### config.mk
export PLATFORM = sky130hd
export DESIGN_NAME = stx_crlf_frame_receiver_top_flat
export DESIGN_NICKNAME = d
export VERILOG_FILES = /design/src/rtl/stxfr_pkg.sv /design/src/rtl/stxfr_if.sv /design/src/rtl/stxfr_ram.sv /design/src/rtl/stxfr_ctrl.sv /design/src/rtl/stx_crlf_frame_receiver_top.sv /design/src/flat_wrapper.sv
export SDC_FILE = /design/constraint.sdc
export NUM_CORES = 2
export LEC_CHECK = 0
export ABC_CLOCK_PERIOD_IN_PS = 5640
export BUFFER_PORTS_ARGS = -buffer_cell sky130_fd_sc_hd__buf_2
export CORE_MARGIN = 10
export CORE_UTILIZATION = 25
export CTS_CLUSTER_DIAMETER = 120
export DETAILED_ROUTE_END_ITERATION = 6
export HOLD_SLACK_MARGIN = 0.12
export PLACE_DENSITY = 0.42
export SLEW_MARGIN = 30
export SYNTH_ARGS = -nofsm -noshare
export SYNTH_HDL_FRONTEND = slang
export SYNTH_SLANG_ARGS = --single-unit
### constraint.sdc
create_clock -name i_clk -period 5.64 [get_ports i_clk]
set_input_delay 1.128 -clock i_clk [delete_from_list [all_inputs] [get_ports i_clk]]
set_output_delay 1.128 -clock i_clk [all_outputs]
set_load 0.01 [all_outputs]
### src/rtl/stxfr_pkg.sv
package stxfr_pkg;

    // request codes
    localparam logic [1:0] REQ_BYTE  = 2'd0;
    localparam logic [1:0] REQ_REARM = 2'd1;
    localparam logic [1:0] REQ_READ  = 2'd2;

    // framing bytes
    localparam logic [7:0] BYTE_STX = 8'h02;
    localparam logic [7:0] BYTE_CR  = 8'h0D;
    localparam logic [7:0] BYTE_LF  = 8'h0A;

    // status of one transaction, taken after the update
    typedef struct packed {
        logic       frame_complete;
        logic       end_pending;
        logic [7:0] frame_length;
        logic       rd_hit;
    } t_status;

endpackage

### src/rtl/stxfr_if.sv
// request channel
interface stxfr_req_if;
    logic       valid;
    logic       ready;
    logic [1:0] req_type;
    logic [7:0] rx_byte;
    logic [7:0] read_index;

    modport source (output valid, output req_type, output rx_byte, output read_index,
                    input ready);
    modport sink   (input valid, input req_type, input rx_byte, input read_index,
                    output ready);
endinterface

// response channel
interface stxfr_rsp_if;
    logic       valid;
    logic       ready;
    logic       frame_complete;
    logic       end_pending;
    logic [7:0] frame_length;
    logic [7:0] read_byte;

    modport source (output valid, output frame_complete, output end_pending,
                    output frame_length, output read_byte, input ready);
    modport sink   (input valid, input frame_complete, input end_pending,
                    input frame_length, input read_byte, output ready);
endinterface

### src/rtl/stxfr_ram.sv
module stxfr_ram #(
    parameter int WIDTH = 8,
    parameter int DEPTH = 256
) (
    input  logic                     i_clk,
    input  logic                     i_wr_en,
    input  logic [$clog2(DEPTH)-1:0] i_wr_addr,
    input  logic [WIDTH-1:0]         i_wr_data,
    input  logic                     i_rd_en,
    input  logic [$clog2(DEPTH)-1:0] i_rd_addr,
    output logic [WIDTH-1:0]         o_rd_data
);

    logic [WIDTH-1:0] r_mem [DEPTH];
    logic [WIDTH-1:0] r_rd_data;

    // single write port
    always_ff @(posedge i_clk) begin
        if (i_wr_en) begin
            r_mem[i_wr_addr] <= i_wr_data;
        end
    end

    // registered read, holds when not enabled
    always_ff @(posedge i_clk) begin
        if (i_rd_en) begin
            r_rd_data <= r_mem[i_rd_addr];
        end
    end

    assign o_rd_data = r_rd_data;

endmodule

### src/rtl/stxfr_ctrl.sv
module stxfr_ctrl #(
    parameter int BUFFER_DEPTH = 256
) (
    input  logic                            i_clk,
    input  logic                            i_rst_n,
    input  logic                            i_accept,
    input  logic [1:0]                      i_req_type,
    input  logic [7:0]                      i_rx_byte,
    input  logic [7:0]                      i_read_index,
    output stxfr_pkg::t_status              o_status,
    output logic                            o_wr_en,
    output logic [$clog2(BUFFER_DEPTH)-1:0] o_wr_addr,
    output logic [7:0]                      o_wr_data,
    output logic                            o_rd_en,
    output logic [$clog2(BUFFER_DEPTH)-1:0] o_rd_addr
);

    localparam int AW = $clog2(BUFFER_DEPTH);
    localparam int CW = (AW > 8) ? AW : 8;
    localparam logic [AW-1:0] LAST = AW'(BUFFER_DEPTH - 1);

    logic [AW-1:0] r_fill;
    logic [AW-1:0] n_fill;
    logic          r_cr;
    logic          n_cr;
    logic          r_done;
    logic          n_done;
    logic          store;
    logic          rd_hit;

    // next frame state and store decision
    always_comb begin
        n_fill = r_fill;
        n_cr   = r_cr;
        n_done = r_done;
        store  = 1'b0;
        rd_hit = 1'b0;
        if (i_accept) begin
            case (i_req_type)
                stxfr_pkg::REQ_BYTE: begin
                    if (!r_done) begin
                        if (r_cr) begin
                            if (i_rx_byte == stxfr_pkg::BYTE_LF) begin
                                n_done = 1'b1;
                            end
                        end else if (i_rx_byte == stxfr_pkg::BYTE_CR) begin
                            n_cr = 1'b1;
                        end else if (i_rx_byte == stxfr_pkg::BYTE_STX) begin
                            n_fill = '0;
                        end else begin
                            store  = 1'b1;
                            n_fill = (r_fill == LAST) ? '0 : r_fill + 1'b1;
                        end
                    end
                end
                stxfr_pkg::REQ_REARM: begin
                    n_fill = '0;
                    n_cr   = 1'b0;
                    n_done = 1'b0;
                end
                stxfr_pkg::REQ_READ: begin
                    rd_hit = CW'(i_read_index) < CW'(r_fill);
                end
                default: begin
                end
            endcase
        end
    end

    // frame state registers
    always_ff @(posedge i_clk) begin
        if (!i_rst_n) begin
            r_fill <= '0;
            r_cr   <= 1'b0;
            r_done <= 1'b0;
        end else begin
            r_fill <= n_fill;
            r_cr   <= n_cr;
            r_done <= n_done;
        end
    end

    // memory commands; a write and a read never touch the store in the same cycle
    assign o_wr_en   = store;
    assign o_wr_addr = r_fill;
    assign o_wr_data = i_rx_byte;
    assign o_rd_en   = rd_hit;
    assign o_rd_addr = AW'(i_read_index);

    assign o_status.frame_complete = n_done;
    assign o_status.end_pending    = n_cr;
    assign o_status.frame_length   = 8'(n_fill);
    assign o_status.rd_hit         = rd_hit;

    // no store once the frame is complete or an end is pending
    a_no_store_when_closed: assert property (@(posedge i_clk) disable iff (!i_rst_n)
        o_wr_en |-> (!r_done && !r_cr))
        else $error("payload write while frame closed");

    // length always stays below the buffer depth
    a_fill_in_range: assert property (@(posedge i_clk) disable iff (!i_rst_n)
        r_fill <= LAST)
        else $error("fill count beyond buffer depth");

    // rearm clears the frame on the next cycle
    a_rearm_clears: assert property (@(posedge i_clk) disable iff (!i_rst_n)
        (i_accept && i_req_type == stxfr_pkg::REQ_REARM) |=>
        (r_fill == '0 && !r_cr && !r_done))
        else $error("rearm did not clear frame");

    // a hit read addresses a stored entry
    a_hit_below_fill: assert property (@(posedge i_clk) disable iff (!i_rst_n)
        o_rd_en |-> (o_rd_addr < r_fill && !o_wr_en))
        else $error("read beyond fill count");

endmodule

### src/rtl/stx_crlf_frame_receiver_top.sv
// channel   direction  payload                                            accepted when
// i_req     in         req_type, rx_byte, read_index                      valid && ready
// o_rsp     out        frame_complete, end_pending, frame_length, read_byte  valid && ready
//
// one request per cycle unless stalled; each gives one response via the read and output registers
// the payload store is a BUFFER_DEPTH x 8 ram with one write and one registered read port
// frame state lives in registers and is updated in the accept cycle
// reset is synchronous active low; the payload store has no reset and no clearing pass
// a stalled response holds the read stage; the request side stalls only when both stages are full
module stx_crlf_frame_receiver_top #(
    parameter int BUFFER_DEPTH = 256
) (
    input  logic               i_clk,
    input  logic               i_rst_n,
    stxfr_req_if.sink          i_req,
    stxfr_rsp_if.source        o_rsp
);

    localparam int AW = $clog2(BUFFER_DEPTH);

    stxfr_pkg::t_status status;
    stxfr_pkg::t_status r_s1_stat;
    stxfr_pkg::t_status r_out_stat;
    logic               r_s1_valid;
    logic               r_out_valid;
    logic [7:0]         r_out_byte;
    logic               s1_adv;
    logic               accept;
    logic               wr_en;
    logic [AW-1:0]      wr_addr;
    logic [7:0]         wr_data;
    logic               rd_en;
    logic [AW-1:0]      rd_addr;
    logic [7:0]         rd_data;

    // handshake
    assign s1_adv      = !r_out_valid || o_rsp.ready;
    assign i_req.ready = !r_s1_valid || s1_adv;
    assign accept      = i_req.valid && i_req.ready;

    stxfr_ctrl #(
        .BUFFER_DEPTH (BUFFER_DEPTH)
    ) u_ctrl (
        .i_clk        (i_clk),
        .i_rst_n      (i_rst_n),
        .i_accept     (accept),
        .i_req_type   (i_req.req_type),
        .i_rx_byte    (i_req.rx_byte),
        .i_read_index (i_req.read_index),
        .o_status     (status),
        .o_wr_en      (wr_en),
        .o_wr_addr    (wr_addr),
        .o_wr_data    (wr_data),
        .o_rd_en      (rd_en),
        .o_rd_addr    (rd_addr)
    );

    stxfr_ram #(
        .WIDTH (8),
        .DEPTH (BUFFER_DEPTH)
    ) u_store (
        .i_clk     (i_clk),
        .i_wr_en   (wr_en),
        .i_wr_addr (wr_addr),
        .i_wr_data (wr_data),
        .i_rd_en   (rd_en),
        .i_rd_addr (rd_addr),
        .o_rd_data (rd_data)
    );

    // read stage: status waits for ram data
    always_ff @(posedge i_clk) begin
        if (!i_rst_n) begin
            r_s1_valid <= 1'b0;
        end else if (i_req.ready) begin
            r_s1_valid <= accept;
        end
    end

    always_ff @(posedge i_clk) begin
        if (accept) begin
            r_s1_stat <= status;
        end
    end

    // output register
    always_ff @(posedge i_clk) begin
        if (!i_rst_n) begin
            r_out_valid <= 1'b0;
        end else if (s1_adv) begin
            r_out_valid <= r_s1_valid;
        end
    end

    always_ff @(posedge i_clk) begin
        if (s1_adv && r_s1_valid) begin
            r_out_stat <= r_s1_stat;
            r_out_byte <= r_s1_stat.rd_hit ? rd_data : 8'h00;
        end
    end

    assign o_rsp.valid          = r_out_valid;
    assign o_rsp.frame_complete = r_out_stat.frame_complete;
    assign o_rsp.end_pending    = r_out_stat.end_pending;
    assign o_rsp.frame_length   = r_out_stat.frame_length;
    assign o_rsp.read_byte      = r_out_byte;

    // a held response is not replaced
    a_out_held: assert property (@(posedge i_clk) disable iff (!i_rst_n)
        (r_out_valid && !o_rsp.ready) |=> (r_out_valid && $stable(r_out_byte)))
        else $error("stalled response changed");

    // no request taken while both stages are blocked
    a_no_accept_when_full: assert property (@(posedge i_clk) disable iff (!i_rst_n)
        (r_s1_valid && r_out_valid && !o_rsp.ready) |-> !accept)
        else $error("request accepted while pipeline full");

    // ram read data is not disturbed while the read stage waits
    a_no_read_while_waiting: assert property (@(posedge i_clk) disable iff (!i_rst_n)
        (r_s1_valid && !s1_adv) |-> !rd_en)
        else $error("ram read while read stage stalled");

endmodule

### src/flat_wrapper.sv
// flat-port wrapper written by rule: the top's interface ports become plain ports
module stx_crlf_frame_receiver_top_flat 
#(
    parameter int BUFFER_DEPTH = 256
)
  (i_clk, i_rst_n, i_req_valid, i_req_req_type, i_req_rx_byte, i_req_read_index, i_req_ready, o_rsp_valid, o_rsp_frame_complete, o_rsp_end_pending, o_rsp_frame_length, o_rsp_read_byte, o_rsp_ready);
  stxfr_req_if i_req_i ();
  stxfr_rsp_if o_rsp_i ();
  input  logic i_clk;
  input  logic i_rst_n;
  input wire logic [$bits(i_req_i.valid)-1:0] i_req_valid;
  input wire logic [$bits(i_req_i.req_type)-1:0] i_req_req_type;
  input wire logic [$bits(i_req_i.rx_byte)-1:0] i_req_rx_byte;
  input wire logic [$bits(i_req_i.read_index)-1:0] i_req_read_index;
  output wire logic [$bits(i_req_i.ready)-1:0] i_req_ready;
  output wire logic [$bits(o_rsp_i.valid)-1:0] o_rsp_valid;
  output wire logic [$bits(o_rsp_i.frame_complete)-1:0] o_rsp_frame_complete;
  output wire logic [$bits(o_rsp_i.end_pending)-1:0] o_rsp_end_pending;
  output wire logic [$bits(o_rsp_i.frame_length)-1:0] o_rsp_frame_length;
  output wire logic [$bits(o_rsp_i.read_byte)-1:0] o_rsp_read_byte;
  input wire logic [$bits(o_rsp_i.ready)-1:0] o_rsp_ready;
  assign i_req_i.valid = i_req_valid;
  assign i_req_i.req_type = i_req_req_type;
  assign i_req_i.rx_byte = i_req_rx_byte;
  assign i_req_i.read_index = i_req_read_index;
  assign i_req_ready = i_req_i.ready;
  assign o_rsp_valid = o_rsp_i.valid;
  assign o_rsp_frame_complete = o_rsp_i.frame_complete;
  assign o_rsp_end_pending = o_rsp_i.end_pending;
  assign o_rsp_frame_length = o_rsp_i.frame_length;
  assign o_rsp_read_byte = o_rsp_i.read_byte;
  assign o_rsp_i.ready = o_rsp_ready;
  stx_crlf_frame_receiver_top #(.BUFFER_DEPTH(BUFFER_DEPTH)) u_core (.i_clk(i_clk), .i_rst_n(i_rst_n), .i_req(i_req_i), .o_rsp(o_rsp_i));
endmodule
==> key figures <==
Logic synthesis
  – Dominant combinational cell family by area after synthesis: multiplexers
  – Area fraction of the dominant cell type after synthesis: between 70% and 80%
  – Adder-cell share of the synthesized area: less than 1%
  – Yosys warning total: 0
  – Synthesized-area fraction occupied by xor and xnor cells: 0%
  – Number of enable-type register cells in the synthesized netlist: between 2000 and 2500
  – Cell type with the largest total area after synthesis: edfxtp_1
  – Commonest cells in the synthesized netlist: 2085 x edfxtp_1, 424 x mux4_2, 334 x nor2_1, 151 x a22oi_1, 119 x mux2i_1
  – Dominant cells by area after synthesis: edfxtp_1 77%, mux4_2 12%, nor2_1 1.5%, mux2i_1 1.5%, a22oi_1 1.4%
  – Number of synthesized register bits: about 2100
  – Multiplexer area fraction after synthesis: 14.0%
  – Post-Syn Area per Cell: ~21 um^2
  – Sequential area share after synthesis: between 70 and 80%
  – Area of the mapped netlist: between 80000 and 90000 um^2
  – Number of instances in the synthesized netlist: ~3900
  – Compound-gate portion of the synthesized area: slightly below 4%
  – Cell with the most instances after synthesis: edfxtp_1
  – Most common flop cell mapped by yosys: edfxtp_1
  – Number of nets produced by synthesis: between 3000 and 4000
  – Async S/R FF share, synth: 0%
  – Simple-gate area share of the yosys netlist: under 10%
  – Cell variety after synth: 68

Timing
  – Worst slew margin relative to its limit: a little under a third
  – Unrepaired setup endpoints after global routing: no
  – Number of max-slew violations in the final report: 0
  – Actual transition at the worst max-transition pin: approximately 1.0 ns
  – Number of failing hold endpoints at the final stage: 0
  – Maximum clock skew at final layout: 0.0580 ns
  – Final sum of negative setup slack: 0 ns
  – Worst path setup slack after routing: ~1.7 ns
  – Final period demand of the worst path: ~3.9 ns
  – Timing-limited maximum frequency: around 250 MHz
  – Period utilisation layout: approximately 70%
  – Final-report setup violation count: 0

Detailed routing
  – 1st-iter DRT viols: 3688
  – Routed length on met2: around 120 mm
  – DRT met1 WL: about 100 mm
  – Remaining number of nets flagged by the antenna check after routing: 0
  – Routed via count: roughly 40000
  – DRC errors left: 0
  – Number of detailed-route iterations in the first pass: 6
  – Wire length on met3: about 13 mm
  – Uppermost routed layer: met5
  – Avg WL per Cell: ~28 um
  – Detail-routed via count per cell: around 4.6
  – Total routed wirelength: approximately 240 mm

GRT
  – Total Routing Usage GR: 13.4%
  – Global-route wire length before repair: roughly 330 mm
  – Total congestion overflow after global routing: 0
  – Initial antenna violation count: 7
  – Number of global-route vias before repair: 41320
  – Pin count of the biggest net entering global routing: approximately 180

Clock tree
  – Count of instances resized after the clock tree is built: 0
  – Skew-Pair Late Insertion Delay: approximately 0.9 ns
  – Hold buffer count at cts: 0
  – TritonCTS clock tree: done
  – Num Clock Sinks: roughly 2100
  – Register clock-pin slew on the reported worst setup and hold paths: 0.06 ns
  – Maximum buffer depth of the clock tree: 4
  – Setup Buffers After CTS: 0
  – CTS Root Buffer Type: clkbuf_16
  – TritonCTS buffer count: between 200 and 250
  – Number of H-tree levels: 4

Die
  – I/O pin count: 42
  – Vert. Die Dim: 591 um
  – Initial Utilization: 25.1%
  – Core region area: 324000 um^2
  – Rows: 209
  – Total die area: between 300000 and 400000 um^2
  – Die Wd: just under 600 um

Cells and area
  – Fin util: slightly below 30%
  – Share of final-layout standard cells stronger than drive strength 1: between 20% and 30%
  – Fill cell instance count of the final layout: roughly 32000
  – Area growth from synthesis to layout: 15.7%
  – Area used by multi-input combinational logic: 17300 um^2
  – Nets@finish: around 4100
  – Area taken by flip-flops and latches: 62900 um^2
  – Final cell area excluding filler cells: 94200 um^2

Critical path
  – Slowest cell on the critical path: nor4_1
  – CP Class: in -> reg
  – Longest individual stage delay on the worst path: just over 0.7 ns
  – Kind of start point of the critical path: input port
  – Endpoint type of the worst setup path: flop
  – WP data arrival: 4.51 ns
  – Worst-path cell chain: buf_8, buf_4, buf_4, mux4_2, a22o_1, a221oi_1, nor3_1, nor4_1, nor4_1
  – WP data required: a little over 6 ns
  – Maximum fanout count along the critical path: 48

Placement
  – DPL Wire Length: around 150 mm
  – Area of placed instances: approximately 87000 um^2
  – Last weighted congestion value of the routability-driven placer: 0.794
  – Worst setup slack after placement: between 0.7 and 0.8 ns
  – Port Buf Inserts: between 40 and 50

Run
  – Number of maximum-capacitance violations: 0

Power
  – Max IR drop VDD: roughly 0.23 mV
  – Leakage Power: between 20 and 30 nW
  – PD cells: about 350 nW/um^2

Run status
  – Run status: finished, final reports clean

Hold path
  – Hold crit path type: reg -> reg
## final cells by class
class / count / share of cell area (%)
sequential: 2097 / 66.7
multi-input combinational: 1565 / 18.3
clock buffer: 290 / 6.28
tap: 4325 / 5.74
timing repair buffer: 210 / 2.00
clock inverter: 115 / 0.866
inverter: 14 / 0.0558
antenna: 4 / 0.0106
## critical path, delay by kind of cell
kind,cells,cell delay (ns)
mux,1,0.51
simple gates,3,1.01
compound gates,2,0.50
buf+inv,3,1.32
## power by group
group	total [W]	internal (W)	leakage, nW	switching (W)
Clock	0.0139	0.00777	3.29	0.00608
Sequential	0.0172	0.0171	18.9	0.00000603
Combinational	0.00157	0.000522	6.27	0.00105
Total	0.0326	0.0254	28.4	0.00714
## final timing paths
kind                                    from                           end  slack, ns  depth (start not counted)
setup reg to reg  u_core.u_ctrl.o_wr_addr[6]  u_core.u_store.r_mem[120][6]       1.94                          6
hold reg to reg          u_core.r_s1_stat[2]  u_core.o_rsp.frame_length[1]       0.42                          0
setup / recovery         i_req_read_index[0]   u_core.u_store.o_rd_data[4]       1.69                          9
hold / removal           u_core.r_s1_stat[2]  u_core.o_rsp.frame_length[1]       0.42                          0
## per-stage QoR
stage	total power (W)	hold WS (ns)	instances
4_1_cts	0.0330	0.415	8614
5_1_grt	0.0336	0.426	8617
3_3_place_gp	0.0191	0.410	8208
3_5_place_dp	0.0191	0.406	8209
6_report	0.0326	0.422	8620
2_1_floorplan	0.0183	0.400	3898
## logic make-up after synthesis
| kind of cell | count (synthesis) |
|---|---|
| buf+inv | 236 |
| mux | 573 |
| simple gates | 535 |
| fa+ha+maj | 11 |
| compound gates | 446 |
| flops | 2097 |
## placed cells by master (no fill, tap or decap), drive strengths merged, types with 31 or more instances in the layout
| master | count |
|---|---|
| nor2 | 334 |
| a21oi | 103 |
| nand2 | 60 |
| nand3 | 31 |
| mux4 | 448 |
| buf | 210 |
| clkinv | 99 |
| a22oi | 151 |
| edfxtp | 2085 |
| mux2i | 119 |
| clkbuf | 290 |
| o221ai | 36 |
## layer usage
| metal | up-vias | track usage [%] |
|---|---|---|
| met5 | - | 0 |
| met4 | 2 | 3.52 |
| met3 | 303 | 2.31 |
| met2 | 1167 | 22.2 |
| met1 | 21619 | 18.2 |
| li1 | 16780 | - |
## flip-flops by register name, indices dropped and copies added (netlist names)
signal	count
u_core.o_rsp.end_pending	1
u_core.u_store.r_mem	2048
u_core.o_rsp.frame_complete	1
u_core.u_ctrl.r_cr	1
u_core.u_store.o_rd_data	8
u_core.r_s1_valid	1
u_core.o_rsp.read_byte	8
u_core.o_rsp.frame_length	8
u_core.u_ctrl.r_done	1
u_core.o_rsp.valid	1
u_core.r_s1_stat	11
u_core.u_ctrl.o_wr_addr	8
No activity file was read; power rests on OpenSTA's default activity.
